===== src/sv/assert_macros.svh =====
// Assertion helpers shared by the RTL. Each macro samples on the rising edge
// of clk and is disabled while arst_n is low.
`ifndef ASSERT_MACROS_SVH
`define ASSERT_MACROS_SVH

// Same-cycle implication.
`define ASSERT_IMP(label, ante, cons) \
	label: assert property (@(posedge clk) disable iff (!arst_n) (ante) |-> (cons)) \
		else $error("assertion failed: same-cycle implication");

// Next-cycle implication.
`define ASSERT_NXT(label, ante, cons) \
	label: assert property (@(posedge clk) disable iff (!arst_n) (ante) |=> (cons)) \
		else $error("assertion failed: next-cycle implication");

`endif


===== src/sv/uuv_pkg.sv =====
`default_nettype none

package uuv_pkg;

	// Allowed range of the next continuation byte.
	typedef enum logic [2:0] {
		RANGE_PLAIN    = 3'd0,
		RANGE_AFTER_E0 = 3'd1,
		RANGE_AFTER_ED = 3'd2,
		RANGE_AFTER_F0 = 3'd3,
		RANGE_AFTER_F4 = 3'd4
	} range_t;

	typedef enum logic [1:0] {
		VERDICT_OK       = 2'd0,
		VERDICT_NUL      = 2'd1,
		VERDICT_WIDE     = 2'd2,
		VERDICT_BAD_UTF8 = 2'd3
	} verdict_t;

	typedef struct packed {
		logic [15:0] code_unit;
		logic        last_unit;
	} unit_beat_t;

	typedef struct packed {
		logic [7:0] byte_out;
		logic       done_res;
		logic [1:0] verdict;
	} res_beat_t;

	// Per-string scan state. The conversion error reuses the verdict codes.
	typedef struct packed {
		logic [1:0] pending;
		range_t     rng;
		verdict_t   conv_err;
		logic       bad_utf8;
	} scan_state_t;

	localparam scan_state_t SCAN_RESET = '{
		pending:  2'd0,
		rng:      RANGE_PLAIN,
		conv_err: VERDICT_OK,
		bad_utf8: 1'b0
	};

endpackage

`default_nettype wire


===== src/sv/utf8_unit_validator_core.sv =====
// Throughput: one unit per cycle while the result side is not stalled; the
// scan state updates in the same cycle that the registered unit moves into
// the result register.
// Reset: arst_n clears both valid flags and the scan state at once, so the
// first beat after reset starts a fresh string.
`default_nettype none

`include "assert_macros.svh"

module utf8_unit_validator_core (
	input  wire                 clk,
	input  wire                 arst_n,
	input  wire                 unit_valid,
	output logic                unit_stall,
	input  wire uuv_pkg::unit_beat_t unit_beat,
	output logic                res_valid,
	input  wire                 res_stall,
	output uuv_pkg::res_beat_t  res_beat
);

	// Stage 1 holds the accepted unit. Stage 2 is the result register.
	// While the result waits to be taken, stage 1 can still hold one more
	// unit, so the upstream side keeps moving until both are full.
	logic                 valid_s1;
	uuv_pkg::unit_beat_t  beat_s1;
	logic                 res_valid_s2;
	uuv_pkg::res_beat_t   res_beat_s2;

	// Scan state for the string in flight: open sequence, sticky errors.
	uuv_pkg::scan_state_t state_q;
	uuv_pkg::scan_state_t state_next;
	uuv_pkg::res_beat_t   res_next;

	logic advance;
	logic fire;

	// The result register can load when it is empty or being drained.
	assign advance    = !res_valid_s2 || !res_stall;
	// A unit leaves stage 1 and commits its effect on the scan state.
	assign fire       = valid_s1 && advance;
	assign unit_stall = valid_s1 && !advance;

	always_ff @(posedge clk or negedge arst_n) begin
		if (!arst_n) begin
			valid_s1 <= 1'b0;
		end else if (!unit_stall) begin
			valid_s1 <= unit_valid;
		end
	end

	always_ff @(posedge clk) begin
		if (!unit_stall && unit_valid) begin
			beat_s1 <= unit_beat;
		end
	end

	uuv_step u_step (
		.state      (state_q),
		.beat       (beat_s1),
		.state_next (state_next),
		.res        (res_next)
	);

	// The scan state only moves when a unit commits; the last unit of a
	// string returns it to the start values inside the step logic.
	always_ff @(posedge clk or negedge arst_n) begin
		if (!arst_n) begin
			state_q <= uuv_pkg::SCAN_RESET;
		end else if (fire) begin
			state_q <= state_next;
		end
	end

	always_ff @(posedge clk or negedge arst_n) begin
		if (!arst_n) begin
			res_valid_s2 <= 1'b0;
		end else if (advance) begin
			res_valid_s2 <= valid_s1;
		end
	end

	always_ff @(posedge clk) begin
		if (fire) begin
			res_beat_s2 <= res_next;
		end
	end

	assign res_valid = res_valid_s2;
	assign res_beat  = res_beat_s2;

	// Upstream is only held off when stage 1 is occupied.
	`ASSERT_IMP(a_stall_needs_s1, unit_stall, valid_s1)
	// After the last unit of a string the scan state is back at its start values.
	`ASSERT_NXT(a_last_resets, fire && beat_s1.last_unit, state_q == uuv_pkg::SCAN_RESET)
	// A conversion error stays put until the string ends.
	`ASSERT_NXT(a_conv_sticky, fire && !beat_s1.last_unit && (state_q.conv_err != uuv_pkg::VERDICT_OK), state_q.conv_err == $past(state_q.conv_err))
	// A mid-string UTF-8 verdict on the result agrees with the held scan state.
	`ASSERT_IMP(a_mid_bad_matches, res_valid_s2 && !res_beat_s2.done_res && (res_beat_s2.verdict == uuv_pkg::VERDICT_BAD_UTF8), state_q.bad_utf8 && (state_q.conv_err == uuv_pkg::VERDICT_OK))

endmodule

`default_nettype wire


===== src/sv/uuv_step.sv =====
`default_nettype none

// Next-state and result logic for one code unit.
module uuv_step (
	input  wire uuv_pkg::scan_state_t state,
	input  wire uuv_pkg::unit_beat_t  beat,
	output uuv_pkg::scan_state_t      state_next,
	output uuv_pkg::res_beat_t        res
);

	logic [7:0]           b;
	logic                 tail_ok;
	logic                 cont_ok;
	uuv_pkg::scan_state_t scan;
	uuv_pkg::verdict_t    v;

	assign b       = beat.code_unit[7:0];
	assign tail_ok = (b[7:6] == 2'b10);

	always_comb begin
		unique case (state.rng)
			uuv_pkg::RANGE_AFTER_E0: cont_ok = (b >= 8'hA0) && (b <= 8'hBF);
			uuv_pkg::RANGE_AFTER_ED: cont_ok = (b >= 8'h80) && (b <= 8'h9F);
			uuv_pkg::RANGE_AFTER_F0: cont_ok = (b >= 8'h90) && (b <= 8'hBF);
			uuv_pkg::RANGE_AFTER_F4: cont_ok = (b >= 8'h80) && (b <= 8'h8F);
			default:                 cont_ok = tail_ok;
		endcase
	end

	always_comb begin
		scan = state;

		// The first conversion error sticks.
		if (state.conv_err == uuv_pkg::VERDICT_OK) begin
			if (beat.code_unit == 16'd0) begin
				scan.conv_err = uuv_pkg::VERDICT_NUL;
			end else if (beat.code_unit[15:8] != 8'd0) begin
				scan.conv_err = uuv_pkg::VERDICT_WIDE;
			end
		end

		priority if (state.bad_utf8) begin
			scan.bad_utf8 = 1'b1;
		end else if (state.pending != 2'd0) begin
			if (!cont_ok) begin
				scan.bad_utf8 = 1'b1;
			end else begin
				scan.pending = state.pending - 2'd1;
				scan.rng     = uuv_pkg::RANGE_PLAIN;
			end
		end else if (!b[7]) begin
			scan.pending = state.pending;
		end else if ((b >= 8'hC2) && (b <= 8'hDF)) begin
			scan.pending = 2'd1;
			scan.rng     = uuv_pkg::RANGE_PLAIN;
		end else if ((b >= 8'hE0) && (b <= 8'hEF)) begin
			scan.pending = 2'd2;
			scan.rng     = (b == 8'hE0) ? uuv_pkg::RANGE_AFTER_E0 :
			               (b == 8'hED) ? uuv_pkg::RANGE_AFTER_ED : uuv_pkg::RANGE_PLAIN;
		end else if ((b >= 8'hF0) && (b <= 8'hF4)) begin
			scan.pending = 2'd3;
			scan.rng     = (b == 8'hF0) ? uuv_pkg::RANGE_AFTER_F0 :
			               (b == 8'hF4) ? uuv_pkg::RANGE_AFTER_F4 : uuv_pkg::RANGE_PLAIN;
		end else begin
			scan.bad_utf8 = 1'b1;
		end
	end

	always_comb begin
		priority if (scan.conv_err != uuv_pkg::VERDICT_OK) begin
			v = scan.conv_err;
		end else if (scan.bad_utf8 || (beat.last_unit && (scan.pending != 2'd0))) begin
			v = uuv_pkg::VERDICT_BAD_UTF8;
		end else begin
			v = uuv_pkg::VERDICT_OK;
		end
	end

	assign state_next   = beat.last_unit ? uuv_pkg::SCAN_RESET : scan;
	assign res.byte_out = b;
	assign res.done_res = beat.last_unit;
	assign res.verdict  = v;

endmodule

`default_nettype wire


===== config.mk =====
export PLATFORM = sky130hd
export DESIGN_NAME = utf8_unit_validator_core
export DESIGN_NICKNAME = d
export VERILOG_FILES = /design/src/sv/uuv_pkg.sv /design/src/sv/utf8_unit_validator_core.sv /design/src/sv/uuv_step.sv
export VERILOG_INCLUDE_DIRS = /design/src /design/src/sv
export SDC_FILE = /design/constraint.sdc
export NUM_CORES = 1
export LEC_CHECK = 0
export BUFFER_PORTS_ARGS = -buffer_cell sky130_fd_sc_hd__buf_4
export CORE_MARGIN = 2
export CORE_UTILIZATION = 45
export CTS_CLUSTER_SIZE = 24
export DETAILED_ROUTE_END_ITERATION = 10
export HOLD_SLACK_MARGIN = 0.08
export PLACE_DENSITY = 0.67
export SLEW_MARGIN = 20
export SYNTH_ARGS = -nofsm -noshare
export SYNTH_HDL_FRONTEND = slang
export SYNTH_SLANG_ARGS = --single-unit

===== constraint.sdc =====
create_clock -name clk -period 5.6 [get_ports clk]
set_input_delay 0.56 -clock clk [delete_from_list [all_inputs] [get_ports clk]]
set_output_delay 0.56 -clock clk [all_outputs]
set_load 0.01 [all_outputs]

==> impl_metrics.py, run 1 <==
metrics = {
    "run_status": {
        "status": "finished clean",
    },
    "layout": {
        "insertedDiodeCount": 0,
        "final_nets": 193,
        "drive_gt1_frac": 0.279,
        "fin_cells": 220,
        "syn_to_final_growth_pct": 23.4,
    },
    "timing": {
        "finalHoldViolCount": 0,
        "maxSlewHeadroom": 0.516,
        "period_share": 0.391,
        "fmax_ghz": 0.457,
        "fin_tns_setup_ps": 0,
        "skew_ps": 6.13,
        "tightest_slew_ps": 727,
        "finalCriticalPeriod_ps": 2190,
        "setup_viol": 0,
        "grt_setup_unrepaired": "no",
        "slew_viol_final": 0,
    },
    "logic_synthesis": {
        "synthDistinctLibCells": 42,
        "synth_most_common_cell": "edfxtp_1",
        "synth_area_per_cell_sq_um": 12.8,
        "synth-edff-count": 28,
        "synth_area_leaders": "edfxtp_1 49%, dfrtp_1 15%, nand2_1 2.4%",
        "netlist_instances": 133,
        "ys_async_sr_fraction": 0.263,
        "synthTopCellsByCount": "28 x edfxtp_1, 11 x nand2_1, 10 x dfrtp_1, 10 x inv_1, 10 x nor2_1",
        "netlist_area_sq_mm": 0.00170,
        "syn-num-nets": 155,
        "synthFlopType": "edfxtp_1",
        "yosysSeqAreaShare": 0.642,
        "netlist.area_leader.share": 0.494,
        "synth_area_leader_cell": "edfxtp_1",
        "synth_seq_cells": 38,
        "yosysWarnings": 0,
    },
    "critical_path": {
        "worstReg2RegStart": "state_q[6]",
        "cp.required_ps": 5630,
        "path_max_fanout": 10,
        "worstSetupPathType": "flip-flop to flip-flop",
        "crit_start": "state_q[6]",
        "cp_num_buf_inv": 1,
        "reg2reg_depth": 7,
        "path_cells": "inv_1 -> ha_1 -> o31ai_2 -> a22oi_1 -> o21ai_0 -> a2bb2oi_1 -> a21oi_1",
        "crit_path_start_kind": "flip-flop",
        "cp.depth": 7,
        "critical-path-max-stage-delay_ps": 410,
        "critPathSlowestCell": "ha_1",
        "critPathArrivalTime_ps": 2220,
        "cp_top_family": "compound AO/OA/AOI/OAI gates",
        "endpoint_kind": "flip-flop",
    },
    "global_routing": {
        "overflow": 0,
        "antenna_found_initial": 0,
        "track_usage": 0.169,
        "grt_pass1_vias": 1182,
        "grt_pass1_wl_um": 5330,
        "grt_max_degree": 18,
    },
    "clock_tree": {
        "cts_buffers": 5,
        "clock_latency_ps": 290,
        "clock-sinks": 38,
        "path_clk_slew_ps": 70,
        "cts-root-buf": "clkbuf_8",
        "cts_resized": 0,
        "cts_tree": "yes",
        "h-tree-depth": 2,
        "clockBufferDepth": 2,
        "postCtsSetupBuffers": 0,
        "cts_hold_buf": 0,
    },
    "worst_hold_path": {
        "hold_class": "input port to asynchronous set/reset pin",
    },
    "job": {
        "max_cap_violations": 0,
    },
    "drt": {
        "wirelength_um": 3230,
        "wl_per_cell_um": 14.7,
        "firstDrtPassIters": 4,
        "route.vias.total": 1211,
        "drc": 0,
        "drtAntennaViolNets": 0,
        "drtIter0Drc": 115,
        "vias_per_cell": 5.50,
    },
    "floorplanning": {
        "ios": 34,
        "rows": 22,
        "coreArea_sq_mm": 0.00363,
        "die_w_um": 65.5,
        "start_util": 0.468,
        "chipHeight_um": 65.5,
        "die_area_sq_mm": 0.00429,
    },
    "power_and_ir_drop": {
        "ir_drop_v": 0.000213,
        "power_density_mw_per_mm2": 344,
        "leakagePower_nw": 0.847,
    },
    "placed_design": {
        "gp_congestion": 0.934,
        "portBuffers": 33,
        "dp.final_hpwl_um": 2350,
        "dp.cells": 212,
    },
}
logic make-up after synthesis:
family | share of synthesized area
adder cells (fa/ha/maj) | 0.00736
XOR/XNOR | 0.00515
AO/OA/AOI/OAI | 0.143
flip-flops | 0.642
multiplexers | 0.0199
buffers and inverters | 0.0331
AND/OR/NAND/NOR | 0.149
metrics by stage:
stage               instance area [sq um]  worst slack, ps  utilization  power (mW)  hold WS, ps
global route                         2100             3280        0.577       0.756         84.0
global placement                     1990             3590        0.548       0.493          398
finish                               2100             3410        0.577       0.721         89.5
floorplan                            1700             3780            -       0.456          264
CTS                                  2100             3480        0.577       0.724         83.7
detailed placement                   1990             3480        0.548       0.500          400
routing by layer:
layer,up-vias,wire length (um),track usage
li1,584,-,-
met1,574,1330,0.196
met2,47,1680,0.292
met3,6,166,0.0325
met4,0,52,0.0938
met5,-,0,0
worst register-to-register path: cells and delay by family (launching register included):
| kind | cells | cell delay, ps |
|---|---|---|
| AO/OA/AOI/OAI | 5 | 1010 |
| adder cells (fa/ha/maj) | 1 | 410 |
| flip-flops | 1 | 390 |
| buffers and inverters | 1 | 130 |
layout make-up:
class                      count  area [sq um]
clock inverter                 3          40.0
inverter                      10          37.5
clock buffer                   5          68.8
timing repair buffer          33           248
fill                         313          1540
tap                           48          60.1
sequential                    38          1090
multi-input combinational     83           553
flip-flops by register name, summed over array words and instances (netlist names):
name       cells
beat_s1       17
res_beat      11
state_q        8
res_valid      1
valid_s1       1
placed cells by master (no fill, tap or decap), types with 3 or more instances in the layout:
cell,count
buf_4,33
nor2_1,10
edfxtp_1,28
nand4_1,3
dfrtp_1,10
clkbuf_8,5
nand2_1,11
mux2_1,3
a21oi_1,8
nand2b_1,4
or4_1,3
inv_1,10
nand3_1,3
o22ai_1,3
path summary, 6_finish.rpt:
| kind | slack [ps] | to |
|---|---|---|
| max | 3410 | res_beat[0] |
| min in group clk | 440 | beat_s1[14] |
| max reg2reg | 3410 | res_beat[0] |
| max in group asynchronous | 5360 | valid_s1 |
| min reg2reg | 490 | res_valid |
| min | 90 | state_q[0] |
where the power goes:
group	switching (mW)	total [mW]	internal, mW
registers	0.0185	0.347	0.329
clock network	0.0934	0.224	0.131
logic	0.0844	0.149	0.0651
total	0.196	0.721	0.525
Power figures use the tool's default switching activity.
==> inputs of run 2 (changes only) <==
==> constraint.sdc (replaced) <==
create_clock -name clk -period 2.3 [get_ports clk]
set_input_delay 0.23 -clock clk [delete_from_list [all_inputs] [get_ports clk]]
set_output_delay 0.23 -clock clk [all_outputs]
set_load 0.01 [all_outputs]
==> run 2 against run 1 <==
Combinational power up 140%; final area about the same; flip-flop and latch count unchanged; utilization about the same; first-iteration DRC count down 50%; sequential power up 140%; fmax up 4.3%; die area unchanged; sequential share of layout area about the same; via count down 0.41%; critical endpoint is now res_beat[1].
==> impl_metrics.py, run 2 (synthesized netlist as in run 1, its figures left out) <==
metrics = {
    "run_status": {
        "status": "finished clean",
    },
    "clock_tree": {
        "clock_latency_ps": 280,
        "cts_hold_buf": 1,
        "postCtsSetupBuffers": 0,
        "h-tree-depth": 2,
        "cts_resized": 0,
        "path_clk_slew_ps": 80,
        "cts-root-buf": "clkbuf_8",
        "cts_buffers": 5,
        "cts_tree": "yes",
        "clock-sinks": 38,
        "clockBufferDepth": 2,
    },
    "drt": {
        "wl_met3_um": 143,
        "route.vias.total": 1206,
        "drtIter0Drc": 58,
        "vias_per_cell": 5.43,
        "wirelength_um": 3220,
        "firstDrtPassIters": 4,
        "drtAntennaViolNets": 0,
        "wl_met1_um": 1370,
        "dr_wl_met2_um": 1690,
        "routed.top_layer": "met4",
        "wl_per_cell_um": 14.5,
        "drc": 0,
    },
    "global_routing": {
        "grt_pass1_wl_um": 5240,
        "track_usage": 0.163,
        "grt_pass1_vias": 1148,
        "overflow": 0,
        "antenna_found_initial": 0,
        "grt_max_degree": 18,
    },
    "timing": {
        "skew_ps": 4.51,
        "whs_ps": 123,
        "slew_viol_final": 0,
        "fin_tns_setup_ps": 0,
        "grt_setup_unrepaired": "no",
        "fmax_ghz": 0.476,
        "period_share": 0.913,
        "finalCriticalPeriod_ps": 2100,
        "setup_ws_ps": 199,
        "finalHoldViolCount": 0,
        "tightest_slew_ps": 713,
        "setup_viol": 0,
        "maxSlewHeadroom": 0.525,
    },
    "floorplanning": {
        "start_util": 0.468,
        "chipHeight_um": 65.5,
        "coreArea_sq_mm": 0.00363,
        "rows": 22,
        "ios": 34,
        "die_w_um": 65.5,
        "die_area_sq_mm": 0.00429,
    },
    "layout": {
        "final_cell_mix": "34 x buf_4, 28 x edfxtp_1, 11 x nand2_1",
        "fin_cells": 222,
        "syn_to_final_growth_pct": 23.3,
        "final_nets": 195,
        "drive_gt1_frac": 0.282,
        "insertedDiodeCount": 0,
        "final_common_cell": "buf_4",
        "largest_register": "beat_s1",
        "fillCellCount": 324,
        "largest_reg_flops": 17,
    },
    "critical_path": {
        "critPathArrivalTime_ps": 2120,
        "crit_path_start_kind": "flip-flop",
        "endpoint_kind": "flip-flop",
        "cp.required_ps": 2320,
        "path_max_fanout": 10,
        "rrSetupSlack_ps": 200,
        "worstSetupPathType": "flip-flop to flip-flop",
    },
    "placed_design": {
        "dp_worst_setup_slack_ps": 229,
        "dp.final_hpwl_um": 2370,
        "dp.cells": 213,
        "gp_congestion": 0.926,
        "portBuffers": 33,
    },
    "power_and_ir_drop": {
        "power_mw": 1.65,
        "ir_drop_v": 0.000437,
        "power_density_mw_per_mm2": 788,
        "leakagePower_nw": 0.842,
    },
    "worst_hold_path": {
        "hold_class": "input port to flip-flop",
    },
    "job": {
        "max_cap_violations": 0,
    },
}
run 2: cell count changes in the layout (fill, tap and decap cells not counted), sizes merged:
| cell | previous run | this run |
|---|---|---|
| buf | 33 | 34 |
| bufinv | 1 | 0 |
| clkinvlp | 0 | 1 |
| dlygate4sd3 | 0 | 1 |
run 2: per-layer routing:
metal | track usage | vias up
met5 | 0 | -
met4 | 0.0573 | 0
met3 | 0.0411 | 2
met2 | 0.288 | 38
met1 | 0.191 | 577
li1 | - | 589
run 2: per-stage QoR:
step	area [sq um]	utilization
after global placement	2000	0.550
final	2100	0.577
after CTS	2100	0.577
after floorplan	1700	-
after global routing	2100	0.577
after detailed placement	2000	0.550
run 2: worst max-delay path: stages, from the launching register on:
cell       delay (ps)
dfrtp_1           400
inv_1             120
ha_1              400
o31ai_2           170
a22oi_1           250
o21ai_0           100
a2bb2oi_1         290
a21oi_1           120
run 2: final timing paths:
kind	startpoint	end	cells after the start
max in group asynchronous	arst_n	state_q[1]	2
worst max register to register	state_q[6]	res_beat[1]	7
min in group asynchronous	arst_n	state_q[0]	2
worst max-delay path	state_q[6]	res_beat[1]	7
worst min-delay path	unit_beat[14]	beat_s1[14]	1
worst min register to register	state_q[7]	state_q[7]	1
run 2: power by group:
| group | internal (mW) | switching, mW |
|---|---|---|
| Sequential | 0.800 | 0.0432 |
| Clock | 0.213 | 0.233 |
| Combinational | 0.161 | 0.203 |
run 2: area by class of cell:
class,count,area (sq um),share of cell area
Clock inverter,3,21.3,0.0101
Inverter,10,37.5,0.0179
Multi-Input combinational cell,83,553,0.264
Sequential cell,38,1090,0.520
Clock buffer,5,68.8,0.0328
Tap cell,48,60.1,0.0286
Timing Repair Buffer,35,265,0.126
